## src/rtl/core/lcd_pkg.sv

```systemverilog
`timescale 1ns / 1ps
// ----------------------------------------------------------------------------
// lcd_pkg
// Shared widths, defaults and operation codes of the cache tag directory.
// ----------------------------------------------------------------------------
package lcd_pkg;

  localparam int NUM_WAYS_DEF  = 4;
  localparam int NUM_SLOTS_DEF = 32;

  localparam int OP_W        = 2;
  localparam int SLOT_W      = 5;
  localparam int WAY_FIELD_W = 2;
  localparam int STAMP_W     = 32;

  typedef enum logic [OP_W-1:0] {
    OP_FETCH      = 2'd0,
    OP_PUT        = 2'd1,
    OP_INVALIDATE = 2'd2
  } op_t;

  typedef logic [SLOT_W-1:0]  slot_t;
  typedef logic [STAMP_W-1:0] stamp_t;

endpackage

```

## src/rtl/core/lcd_if.sv

```systemverilog
`timescale 1ns / 1ps
// ----------------------------------------------------------------------------
// lcd_req_if / lcd_rsp_if
// Valid/ready channels for directory requests and their results.
// ----------------------------------------------------------------------------
interface lcd_req_if;
  logic                       valid;
  logic                       ready;
  logic [lcd_pkg::OP_W-1:0]   operation;
  logic [lcd_pkg::SLOT_W-1:0] slot_number;
  logic                       fill_ok;

  modport source (output valid, operation, slot_number, fill_ok, input ready);
  modport sink   (input valid, operation, slot_number, fill_ok, output ready);
endinterface

interface lcd_rsp_if;
  logic                            valid;
  logic                            ready;
  logic                            hit;
  logic [lcd_pkg::WAY_FIELD_W-1:0] way_index;
  logic                            success;

  modport source (output valid, hit, way_index, success, input ready);
  modport sink   (input valid, hit, way_index, success, output ready);
endinterface

```

## src/rtl/core/lcd_victim_sel.sv

```systemverilog
`timescale 1ns / 1ps
// ----------------------------------------------------------------------------
// lcd_victim_sel
// Replacement choice: the first invalid way above way 0, otherwise the way
// with the oldest stamp, found by a comparison tree where the lower way wins.
// ----------------------------------------------------------------------------
module lcd_victim_sel #(
  parameter int NUM_WAYS = lcd_pkg::NUM_WAYS_DEF
) (
  input  logic                        way_valid [NUM_WAYS],
  input  lcd_pkg::stamp_t             way_stamp [NUM_WAYS],
  output logic [$clog2(NUM_WAYS)-1:0] victim
);

  localparam int WAY_W = $clog2(NUM_WAYS);
  localparam int P2    = 1 << WAY_W;

  logic                 leaf_has   [P2];
  logic [WAY_W-1:0]     leaf_idx   [P2];
  lcd_pkg::stamp_t      leaf_stamp [P2];

  logic                 node_has   [2*P2];
  logic [WAY_W-1:0]     node_idx   [2*P2];
  lcd_pkg::stamp_t      node_stamp [2*P2];

  logic                 inv_found;
  logic [WAY_W-1:0]     inv_idx;

  for (genvar i = 0; i < P2; i++) begin : g_leaf
    if (i < NUM_WAYS) begin : g_real
      assign leaf_has[i]   = 1'b1;
      assign leaf_stamp[i] = way_stamp[i];
    end else begin : g_pad
      assign leaf_has[i]   = 1'b0;
      assign leaf_stamp[i] = '0;
    end
    assign leaf_idx[i] = WAY_W'(i);
  end

  always_comb begin
    for (int n = 0; n < 2*P2; n++) begin
      node_has[n]   = 1'b0;
      node_idx[n]   = '0;
      node_stamp[n] = '0;
    end
    for (int i = 0; i < P2; i++) begin
      node_has[P2+i]   = leaf_has[i];
      node_idx[P2+i]   = leaf_idx[i];
      node_stamp[P2+i] = leaf_stamp[i];
    end
    for (int k = P2 - 1; k >= 1; k--) begin
      if (!node_has[2*k] ||
          (node_has[2*k+1] && (node_stamp[2*k+1] < node_stamp[2*k]))) begin
        node_has[k]   = node_has[2*k+1];
        node_idx[k]   = node_idx[2*k+1];
        node_stamp[k] = node_stamp[2*k+1];
      end else begin
        node_has[k]   = node_has[2*k];
        node_idx[k]   = node_idx[2*k];
        node_stamp[k] = node_stamp[2*k];
      end
    end
  end

  always_comb begin
    inv_found = 1'b0;
    inv_idx   = '0;
    for (int w = NUM_WAYS - 1; w >= 1; w--) begin
      if (!way_valid[w]) begin
        inv_found = 1'b1;
        inv_idx   = WAY_W'(w);
      end
    end
  end

  assign victim = inv_found ? inv_idx : node_idx[1];

endmodule

```

## src/rtl/core/lru_cache_directory.sv

```systemverilog
`timescale 1ns / 1ps
// ----------------------------------------------------------------------------
// lru_cache_directory
// Tag directory of a small fully associative cache with LRU replacement.
// ----------------------------------------------------------------------------
// Requests arrive on the req channel (fetch, put or invalidate of a slot) and
// each one yields exactly one result on the rsp channel (hit, way, success).
// A transfer happens on a rising edge with valid and ready both high.
// A request is first captured in an input register. From there the tag
// compare, the victim tree and the state update run in one pass and the
// result is written to the output register. One request per cycle is
// sustained while the receiver takes results; the rate is set by the tag
// compare and stamp comparison tree running in one pass.
// When the receiver stalls, the result stays in the output register and the
// input register still takes one more request; req.ready drops only when both
// registers are full. Reset clears all valid bits, the stamps, the stamp
// counter and the valid flags of both pipeline registers.
// ----------------------------------------------------------------------------
module lru_cache_directory #(
  parameter int NUM_WAYS  = lcd_pkg::NUM_WAYS_DEF,
  parameter int NUM_SLOTS = lcd_pkg::NUM_SLOTS_DEF
) (
  input  logic      clk,
  input  logic      rst,
  lcd_req_if.sink   req,
  lcd_rsp_if.source rsp
);

  localparam int WAY_W = $clog2(NUM_WAYS);

  logic                            in_vld;
  logic [lcd_pkg::OP_W-1:0]        in_op;
  lcd_pkg::slot_t                  in_slot;
  logic                            in_fill;

  logic                            out_vld;
  logic                            out_hit;
  logic [lcd_pkg::WAY_FIELD_W-1:0] out_way;
  logic                            out_ok;

  logic                            way_valid      [NUM_WAYS];
  lcd_pkg::slot_t                  way_tag        [NUM_WAYS];
  lcd_pkg::stamp_t                 way_stamp      [NUM_WAYS];
  lcd_pkg::stamp_t                 stamp_counter;

  logic                            way_valid_next [NUM_WAYS];
  lcd_pkg::slot_t                  way_tag_next   [NUM_WAYS];
  lcd_pkg::stamp_t                 way_stamp_next [NUM_WAYS];
  lcd_pkg::stamp_t                 stamp_counter_next;

  logic                            fire;
  logic                            in_range;
  logic                            hit_found;
  logic [WAY_W-1:0]                hit_way;
  logic [WAY_W-1:0]                victim;
  lcd_pkg::stamp_t                 stamp_inc;

  logic                            res_hit;
  logic [WAY_W-1:0]                res_way;
  logic                            res_ok;
  logic [WAY_W+1:0]                res_way_wide;

  assign fire      = in_vld && (!out_vld || rsp.ready);
  assign req.ready = !in_vld || fire;
  assign in_range  = {1'b0, in_slot} < (lcd_pkg::SLOT_W + 1)'(NUM_SLOTS);
  assign stamp_inc = stamp_counter + 1'b1;

  always_comb begin
    hit_found = 1'b0;
    hit_way   = '0;
    for (int w = NUM_WAYS - 1; w >= 0; w--) begin
      if (way_valid[w] && (way_tag[w] == in_slot)) begin
        hit_found = 1'b1;
        hit_way   = WAY_W'(w);
      end
    end
  end

  lcd_victim_sel #(
    .NUM_WAYS (NUM_WAYS)
  ) u_victim (
    .way_valid (way_valid),
    .way_stamp (way_stamp),
    .victim    (victim)
  );

  always_comb begin
    for (int w = 0; w < NUM_WAYS; w++) begin
      way_valid_next[w] = way_valid[w];
      way_tag_next[w]   = way_tag[w];
      way_stamp_next[w] = way_stamp[w];
    end
    stamp_counter_next = stamp_counter;
    res_hit = 1'b0;
    res_way = '0;
    res_ok  = 1'b0;

    if (in_range) begin
      case (in_op)
        lcd_pkg::OP_FETCH: begin
          if (hit_found) begin
            way_stamp_next[hit_way] = stamp_inc;
            stamp_counter_next      = stamp_inc;
            res_hit = 1'b1;
            res_way = hit_way;
            res_ok  = 1'b1;
          end else begin
            res_way = victim;
            if (in_fill) begin
              way_tag_next[victim]   = in_slot;
              way_valid_next[victim] = 1'b1;
              way_stamp_next[victim] = stamp_inc;
              stamp_counter_next     = stamp_inc;
              res_ok = 1'b1;
            end else begin
              way_valid_next[victim] = 1'b0;
            end
          end
        end
        lcd_pkg::OP_PUT: begin
          res_hit = hit_found;
          res_way = hit_found ? hit_way : victim;
          res_ok  = 1'b1;
          way_tag_next[res_way]   = in_slot;
          way_valid_next[res_way] = 1'b1;
          way_stamp_next[res_way] = stamp_inc;
          stamp_counter_next      = stamp_inc;
        end
        lcd_pkg::OP_INVALIDATE: begin
          if (hit_found) begin
            way_valid_next[hit_way] = 1'b0;
            res_hit = 1'b1;
            res_way = hit_way;
            res_ok  = 1'b1;
          end
        end
        default: begin
        end
      endcase
    end
  end

  assign res_way_wide = {2'b00, res_way};

  always_ff @(posedge clk) begin
    if (rst) begin
      in_vld <= 1'b0;
    end else if (req.ready) begin
      in_vld <= req.valid;
    end
  end

  always_ff @(posedge clk) begin
    if (req.valid && req.ready) begin
      in_op   <= req.operation;
      in_slot <= req.slot_number;
      in_fill <= req.fill_ok;
    end
  end

  always_ff @(posedge clk) begin
    if (rst) begin
      out_vld <= 1'b0;
    end else if (fire) begin
      out_vld <= 1'b1;
    end else if (rsp.ready) begin
      out_vld <= 1'b0;
    end
  end

  always_ff @(posedge clk) begin
    if (fire) begin
      out_hit <= res_hit;
      out_way <= res_way_wide[lcd_pkg::WAY_FIELD_W-1:0];
      out_ok  <= res_ok;
    end
  end

  always_ff @(posedge clk) begin
    if (rst) begin
      for (int w = 0; w < NUM_WAYS; w++) begin
        way_valid[w] <= 1'b0;
        way_stamp[w] <= '0;
      end
      stamp_counter <= '0;
    end else if (fire) begin
      for (int w = 0; w < NUM_WAYS; w++) begin
        way_valid[w] <= way_valid_next[w];
        way_stamp[w] <= way_stamp_next[w];
      end
      stamp_counter <= stamp_counter_next;
    end
  end

  always_ff @(posedge clk) begin
    if (fire) begin
      for (int w = 0; w < NUM_WAYS; w++) begin
        way_tag[w] <= way_tag_next[w];
      end
    end
  end

  assign rsp.valid     = out_vld;
  assign rsp.hit       = out_hit;
  assign rsp.way_index = out_way;
  assign rsp.success   = out_ok;

endmodule

```

## src/flat_wrapper.sv

```systemverilog
// flat-port wrapper written by rule: the top's interface ports become plain ports
module lru_cache_directory_flat 
#(
  parameter int NUM_WAYS  = lcd_pkg::NUM_WAYS_DEF,
  parameter int NUM_SLOTS = lcd_pkg::NUM_SLOTS_DEF
)
  (clk, rst, req_valid, req_operation, req_slot_number, req_fill_ok, req_ready, rsp_valid, rsp_hit, rsp_way_index, rsp_success, rsp_ready);
  lcd_req_if req_i ();
  lcd_rsp_if rsp_i ();
  input  logic clk;
  input  logic rst;
  input wire logic [$bits(req_i.valid)-1:0] req_valid;
  input wire logic [$bits(req_i.operation)-1:0] req_operation;
  input wire logic [$bits(req_i.slot_number)-1:0] req_slot_number;
  input wire logic [$bits(req_i.fill_ok)-1:0] req_fill_ok;
  output wire logic [$bits(req_i.ready)-1:0] req_ready;
  output wire logic [$bits(rsp_i.valid)-1:0] rsp_valid;
  output wire logic [$bits(rsp_i.hit)-1:0] rsp_hit;
  output wire logic [$bits(rsp_i.way_index)-1:0] rsp_way_index;
  output wire logic [$bits(rsp_i.success)-1:0] rsp_success;
  input wire logic [$bits(rsp_i.ready)-1:0] rsp_ready;
  assign req_i.valid = req_valid;
  assign req_i.operation = req_operation;
  assign req_i.slot_number = req_slot_number;
  assign req_i.fill_ok = req_fill_ok;
  assign req_ready = req_i.ready;
  assign rsp_valid = rsp_i.valid;
  assign rsp_hit = rsp_i.hit;
  assign rsp_way_index = rsp_i.way_index;
  assign rsp_success = rsp_i.success;
  assign rsp_i.ready = rsp_ready;
  lru_cache_directory #(.NUM_WAYS(NUM_WAYS), .NUM_SLOTS(NUM_SLOTS)) u_core (.clk(clk), .rst(rst), .req(req_i), .rsp(rsp_i));
endmodule
```

## config.mk

```make
export PLATFORM = sky130hd
export DESIGN_NAME = lru_cache_directory_flat
export DESIGN_NICKNAME = d
export VERILOG_FILES = /design/src/rtl/core/lcd_pkg.sv /design/src/rtl/core/lcd_if.sv /design/src/rtl/core/lcd_victim_sel.sv /design/src/rtl/core/lru_cache_directory.sv /design/src/flat_wrapper.sv
export SDC_FILE = /design/constraint.sdc
export NUM_CORES = 1
export LEC_CHECK = 0
export ABC_AREA = 1
export BUFFER_PORTS_ARGS = -buffer_cell sky130_fd_sc_hd__buf_2
export CAP_MARGIN = 20
export CORE_MARGIN = 4
export CORE_UTILIZATION = 50
export CTS_BUF_LIST = sky130_fd_sc_hd__clkbuf_8
export DETAILED_ROUTE_END_ITERATION = 6
export HOLD_SLACK_MARGIN = 0.08
export PLACE_DENSITY_LB_ADDON = 0.05
export SLEW_MARGIN = 20
export SYNTH_ARGS = -nofsm -noshare
export SYNTH_HDL_FRONTEND = slang
export SYNTH_SLANG_ARGS = --single-unit
```

## constraint.sdc

```tcl
create_clock -name clk -period 4.94 [get_ports clk]
set_input_delay 0.494 -clock clk [delete_from_list [all_inputs] [get_ports clk]]
set_output_delay 0.494 -clock clk [all_outputs]
set_load 0.02 [all_outputs]
```

# Word-level counts from Yosys, hierarchy flattened

Memory sizes are Yosys's and may differ from the RTL's.
Cells that the tools add are included.

Bits in writable memories: 20
Memories kept: 1
Output and inout port bits: 6
Word-level logic and storage cells: 133
Register bits after elaboration: 178
Bits of input ports: 12

Memory list:

| name           | words | bits a word | rd ports | clocked after Yosys merged registers in | wr ports | line                      | source |
|---|---|---|---|---|---|---|---|
| u_core.way_tag | 4     | 5           | 4        | 0                                       | 4        | lru_cache_directory.sv:42 | `lcd_pkg::slot_t way_tag [NUM_WAYS];` |

Add/subtract/negate cells: 1
Mux-type cells: 66
Bitwise logic cells: 9
$lt $le $gt $ge: 9
Eq/ne operators: 9
Reductions and logical operators: 21

Operators with widths:

| operator                                                    | number |
|---|---|
| bitwise mux 128 bit                                         | 3 |
| two-way mux 128 bit                                         | 2 |
| one-hot mux 128 bit (2 select lines)                        | 1 |
| two-way mux 32 bit                                          | 7 |
| demux 32 bit (select 2 bit)                                 | 3 |
| less-than comparator 32 bit                                 | 3 |
| one-hot mux 32 bit (2 select lines)                         | 1 |
| bitwise mux 20 bit                                          | 2 |
| two-way mux 20 bit                                          | 2 |
| one-hot mux 20 bit (2 select lines)                         | 1 |
| adder 32 x 1 -> 32 bit (second input constant)              | 1 |
| two-way mux 2 bit                                           | 11 |
| demux 5 bit (select 2 bit)                                  | 2 |
| == test 5 bit                                               | 4 |
| two-way mux 1 bit                                           | 19 |
| two-way mux 4 bit                                           | 3 |
| one-hot mux 4 bit (3 select lines)                          | 1 |
| two-way mux 5 bit                                           | 2 |
| greater-or-equal comparator 3 bit (second input constant)   | 3 |
| logical AND 1 bit                                           | 9 |
| less-than comparator 3 x 1 -> 1 bit (second input constant) | 3 |
| inverter 2 -> 3 bit                                         | 3 |
| AND 4 bit                                                   | 2 |
| inverter 4 bit                                              | 2 |
| 18 further kinds                                            | 25 |

# Longest topological paths before layout

An unclocked memory read counts as a cell.

Depth in word-level cells: 16
Depth in mapped cells: 39

# Cells and area by module

A second synthesis with hierarchy kept.

Cell total of the unflattened synthesis: 1909
Area, all modules: 12788.5 um2

By module, submodules not included:

| module              | times used | cells each | area each (um2) |
|---|---|---|---|
| lru_cache_directory | 1          | 1410       | 9849.4 |
| lcd_victim_sel      | 1          | 499        | 2939.1 |

# Worst setup path before layout

OpenSTA, ideal clock, no wires.

Path type: flip-flop to flip-flop
Start: register, netlist name u_core.way_stamp[63]
End: memory u_core.way_tag[2][0] (netlist name) (enable)
Data required time: 4.653 ns
Path slack: 0.648 ns
Arrival time: 4.006 ns
Path buffers: 1
Setup time: 0.287 ns
Stages on the path, launching flop included: 28
Path through: dfxtp_1 inv_1 ha_1 nand2_1 nor4_2 inv_1 nor2_1 nand2_1 nand2_1 clkinv_1 clkbuf_1 nand2_1 o21ai_0 ha_1 nand4_1 or3_1 nor4_1 nand2_1 nand2_1 nand2_1 nand2_2 nand2_1 nand2_1 clkinv_1 nand3_2 inv_1 o21ai_0 nor2_1

RTL lines:

| element       | line |
|---|---|
| end, declared | lru_cache_directory.sv:42 |

# Worst setup path in the final report

Start: register u_core.way_stamp[115] (netlist name)
End: register u_core.way_stamp[114] (netlist name)

Longest elaborated chain between the ends: 14
Elaborated cells on any way between the ends: 24
Those cells by class: 6 x order compare; 14 x mux; 2 x bitwise; 2 x reduce/logical

Ends and longest elaborated chain:

| element                                                                                                               | line                       | source |
|---|---|---|
| start, declared                                                                                                       | lru_cache_directory.sv:43  | `lcd_pkg::stamp_t way_stamp [NUM_WAYS];` |
| start signal, assigned by index                                                                                       | lru_cache_directory.sv:189 | `way_stamp[w] <= way_stamp_next[w];` |
| less-than comparator 32 bit                                                                                           | lcd_victim_sel.sv:53       | `(node_has[2*k+1] && (node_stamp[2*k+1] < node_stamp[2*k]))) begin` |
| two-way mux 32 bit                                                                                                    | lcd_victim_sel.sv:52       | `if (!node_has[2*k] \|\|` |
| less-than comparator 32 bit                                                                                           | lcd_victim_sel.sv:53       |  |
| two-way mux 2 bit *                                                                                                   | lcd_victim_sel.sv:52       |  |
| two-way mux 2 bit *                                                                                                   | lcd_victim_sel.sv:76       | `assign victim = inv_found ? inv_idx : node_idx[1];` |
| inverter 2 -> 3 bit (not written as such)                                                                             | lru_cache_directory.sv:112 | `way_stamp_next[victim] = stamp_inc;` |
| greater-or-equal comparator 3 bit (not written as such) / less-than comparator 3 x 1 -> 1 bit (equally long branches) | lru_cache_directory.sv:112 |  |
| logical AND 1 bit (not written as such)                                                                               | lru_cache_directory.sv:112 |  |
| two-way mux 32 bit (not written as such)                                                                              | lru_cache_directory.sv:112 |  |
| demux 32 bit (select 2 bit)                                                                                           | lru_cache_directory.sv:112 |  |
| bitwise mux 128 bit                                                                                                   | lru_cache_directory.sv:112 |  |
| two-way mux 128 bit                                                                                                   | lru_cache_directory.sv:109 | `if (in_fill) begin` |
| two-way mux 128 bit                                                                                                   | lru_cache_directory.sv:101 | `if (hit_found) begin` |
| one-hot mux 128 bit (2 select lines) *                                                                                | lru_cache_directory.sv:99  | `case (in_op)` |

Mark *: on every way between the ends. The rest lies on a longest branch, timed or not. The select of a mux whose other input is x is not followed.
A chain may end at the register's enable or synchronous reset.

==> reports/metrics.cfg <==
[sta]
transition_time_of_the_tightest_slew_check_pin_ps = 773
period_needed_ps = 4740
number_of_setup_violations_in_the_final_report = 0
hold_viol_final = 0
max_fclk_mhz = 211
setup_total_negative_slack_ps = 0
finalCritPeriodShare_pct = 96.0
maxSlewHeadroom_pct = 48.5
fin_worst_skew_ps = 35.6
setup_repair_after_global_routing_missed_its_margin = true
finalMaxSlewViolations = 0

[place]
numPortBuffers = 17
hpwl_um = 22400
gp_congestion = 0.851
postPlaceCellArea_um2 = 12600

[power]
p_seq_share_pct = 39.8
vdd.ir_drop.worst_mv = 0.253
power.density_nw_per_um2 = 322
combPwrFrac_pct = 32.7
clock_power_share_pct = 27.4
cellInternalPower_mw = 2.85
power_leakage_nw = 5.81
p_switching_mw = 1.53
sw_frac_of_total_pct = 35.0

[worst_setup_path]
ff2ff_setup_slack_ps = 200
crit-reg2reg-capture = u_core.way_stamp[114]
most_repeated_library_cell_on_the_critical_path = sky130_fd_sc_hd__nand2_1
cp_data_arrival_time_ps = 5110
worst-setup-path-type = flip-flop to flip-flop
crit-reg2reg-launch = u_core.way_stamp[115]
worst-endpoint-required_ps = 5300
cell_with_the_largest_stage_delay_on_the_worst_path = sky130_fd_sc_hd__nor4_4
setup.worst_path.end_class = flip-flop
reg2regPathDepth = 30
critical_path_peak_fanout = 9
max_stage_delay_ps = 420
critical_path.startpoint_type = flip-flop

[drt]
drt_iter0_drc = 825
dr.max_layer_used = met4
routed_length_per_instance_um = 15.6
postRouteWirelength_um = 33500
firstDrtPassIters = 5
detailroute.via_count = 11200
met1Wirelength_um = 15800
wl_met3_um = 1820
met2_wirelength_um = 15300
avgViaCountPerCell = 5.25
detail-route-antenna-nets = 0
drc_errors = 0

[floorplan]
start_util_pct = 50.8
design.core.area_um2 = 23500
fp.dieH_um = 162
die_w_um = 162
floorplan.rows = 56
design.portCount = 18
die-area_um2 = 26400

[logic_synthesis]
yosysUniqueCellTypes = 41
avgSynthCellArea_um2 = 6.70
synthDominantAreaCellType = sky130_fd_sc_hd__dfxtp_1
synth.most_common_cell = sky130_fd_sc_hd__nand2_1
ys_top_cells_by_count = 415 x sky130_fd_sc_hd__nand2_1, 395 x sky130_fd_sc_hd__nor2_1, 178 x sky130_fd_sc_hd__o21ai_0
edff_count_synth = 32
syn_inst = 1780
synth_top_area_share_pct = 27.8
ys_ff_latch = 198
synthTopCellsByArea = sky130_fd_sc_hd__dfxtp_1 28%, sky130_fd_sc_hd__nand2_1 13%, sky130_fd_sc_hd__nor2_1 12%, sky130_fd_sc_hd__ha_1 10%, sky130_fd_sc_hd__edfxtp_1 8.1%
ys.flop_type = sky130_fd_sc_hd__dfxtp_1
asyncSetResetFlopFracSynth_pct = 0
synth_warnings = 0
syn-num-nets = 1891
yosysSeqAreaShare_pct = 35.9
synthesis.area_um2 = 11900

[clock_network]
cts.clk_slew.worst_paths_ps = 120
cts.path.max_buffers = 2
clock_root_buffer_master = sky130_fd_sc_hd__clkbuf_8
clock_latency_ps = 480
numCtsBuffers = 17
tritoncts = built
cts_sinks = 198
htree_levels = 4

[worst_hold_path]
min_delay_path_depth = 1
worstHoldPathType = primary input to flip-flop
worstHoldStart = req_slot_number[3]
worst_hold_path.endpoint = u_core.in_slot[3]

[global_routing]
grt_pass1_wl_um = 52500
gr-total-overflow = 0
gr-usage-all-layers_pct = 24.4
grt_max_degree = 80
antenna_violations_before_repair = 0
vias_in_the_first_global_route = 10600

[final_layout]
design.final.nets = 1920
drive_gt1_share_pct = 9.39
area_delta_synth_final_pct = 13.8
final_design_area_no_fill_um2 = 13600
antenna-diode-count = 0

[status]
run_status = finished clean

[run]
drv.max_cap_violation_count = 0

==> logic make-up after synthesis <==
logic type	after synthesis	share of synthesized area, %
and+or+nand+nor	891	29.7
AOI/OAI and AO/OA	304	13.5
adders and majority gates	99	10.4
xor gates and xnor gates	27	1.98
DFF	198	35.9
buffers and inverters	261	8.61
==> per-layer routing <==
layer,up-vias,track usage (%)
met3,52,3.11
met4,0,6.69
met2,283,40.7
met1,5148,33.4
li1,5758,-
met5,-,0
==> through the flow <==
stage | hold WS (ps) | std cells | power (mW) | worst slack (ps) | util [%]
global placement | 463 | 2089 | 2.98 | -71.8 | 53.7
global route | 138 | 2141 | 4.65 | -55.0 | 57.9
finish | 174 | 2141 | 4.38 | 198 | 57.9
CTS | 146 | 2121 | 4.20 | 18.6 | 55.6
detailed placement | 470 | 2089 | 3.00 | -132 | 53.7
floorplan | 445 | 1780 | 2.58 | 648 | -
==> area by class of cell <==
type | instances | area (um^2)
sequential | 198 | 4290
clock buffer | 17 | 234
fill | 2324 | 9890
clock inverter | 15 | 211
tap | 319 | 399
multi-input combinational | 1321 | 6780
timing repair buffer | 86 | 963
inverter | 185 | 703
==> flip-flops by register name, indices dropped and copies added, names as in the netlist, named ones only <==
| name | cells |
|---|---|
| u_core.in_fill | 1 |
| u_core.in_op | 2 |
| u_core.in_slot | 5 |
| u_core.in_vld | 1 |
| u_core.rsp.hit | 1 |
| u_core.rsp.success | 1 |
| u_core.rsp.valid | 1 |
| u_core.rsp.way_index | 2 |
| u_core.stamp_counter | 32 |
| u_core.way_stamp | 128 |
| u_core.way_tag | 20 |
==> repair_timing <==
action | 4_1_cts | 5_1_grt
cloned | 0 | 10
endpoints found under the setup margin | 126 | 172
hold buffers | 0 | 0
pin swaps | 0 | 14
resized for setup | 2 | 71
buffers inserted | 0 | 10
==> worst max path at each step <==
stage | start | endpoint | slack [ps] | depth (start not counted)
3_5_place_dp | u_core.way_stamp[97] | u_core.way_stamp[74] | -130 | 31
4_1_cts | u_core.way_stamp[97] | u_core.way_stamp[61] | 20 | 33
3_3_place_gp | u_core.way_stamp[63] | u_core.way_stamp[77] | -70 | 28
6_report | u_core.way_stamp[115] | u_core.way_stamp[114] | 200 | 30
2_1_floorplan | u_core.way_stamp[63] | u_core.way_tag[2][0] | 650 | 27
5_1_grt | u_core.way_stamp[97] | u_core.way_stamp[114] | -50 | 34
==> cells in the final DEF (no fill, tap or decap), types with 3 or more instances in the layout <==
master	n
sky130_fd_sc_hd__nand2_1	402
sky130_fd_sc_hd__nor2_1	392
sky130_fd_sc_hd__inv_1	179
sky130_fd_sc_hd__dfxtp_1	161
sky130_fd_sc_hd__o21ai_0	158
sky130_fd_sc_hd__ha_1	98
sky130_fd_sc_hd__a21oi_1	89
sky130_fd_sc_hd__buf_4	41
sky130_fd_sc_hd__edfxtp_1	32
sky130_fd_sc_hd__nand3_1	28
sky130_fd_sc_hd__xor2_1	22
sky130_fd_sc_hd__o21ai_1	21
sky130_fd_sc_hd__clkbuf_8	17
sky130_fd_sc_hd__buf_2	17
sky130_fd_sc_hd__nand4_1	15
sky130_fd_sc_hd__buf_12	15
sky130_fd_sc_hd__nand2_2	14
sky130_fd_sc_hd__a211oi_1	10
sky130_fd_sc_hd__nor3_1	10
sky130_fd_sc_hd__clkbuf_16	9
sky130_fd_sc_hd__nor4_1	6
sky130_fd_sc_hd__nand3_2	5
sky130_fd_sc_hd__a21oi_2	5
sky130_fd_sc_hd__xnor2_1	5
sky130_fd_sc_hd__bufinv_16	5
sky130_fd_sc_hd__dfxtp_2	5
sky130_fd_sc_hd__o22ai_1	4
sky130_fd_sc_hd__a221oi_1	4
sky130_fd_sc_hd__clkinvlp_4	4
sky130_fd_sc_hd__buf_6	4
sky130_fd_sc_hd__nor2_2	3
sky130_fd_sc_hd__clkinv_1	3
sky130_fd_sc_hd__inv_2	3
==> power by group through the flow <==
stage | logic (mW) | registers, mW | clock network, mW
6_report | 1.43 | 1.74 | 1.20
5_1_grt | 1.61 | 1.75 | 1.29
4_1_cts | 1.23 | 1.74 | 1.23
3_5_place_dp | 1.22 | 1.78 | 0
3_3_place_gp | 1.20 | 1.78 | 0
2_1_floorplan | 0.809 | 1.77 | 0
==> critical path, delay by kind of cell (launching register included) <==
kind	cells	cell delay, ps
compound gates	4	650
flops	1	340
buf+inv	4	610
simple gates	20	2400
fa+ha+maj	2	610
No activity file was read; power rests on OpenSTA's default activity.
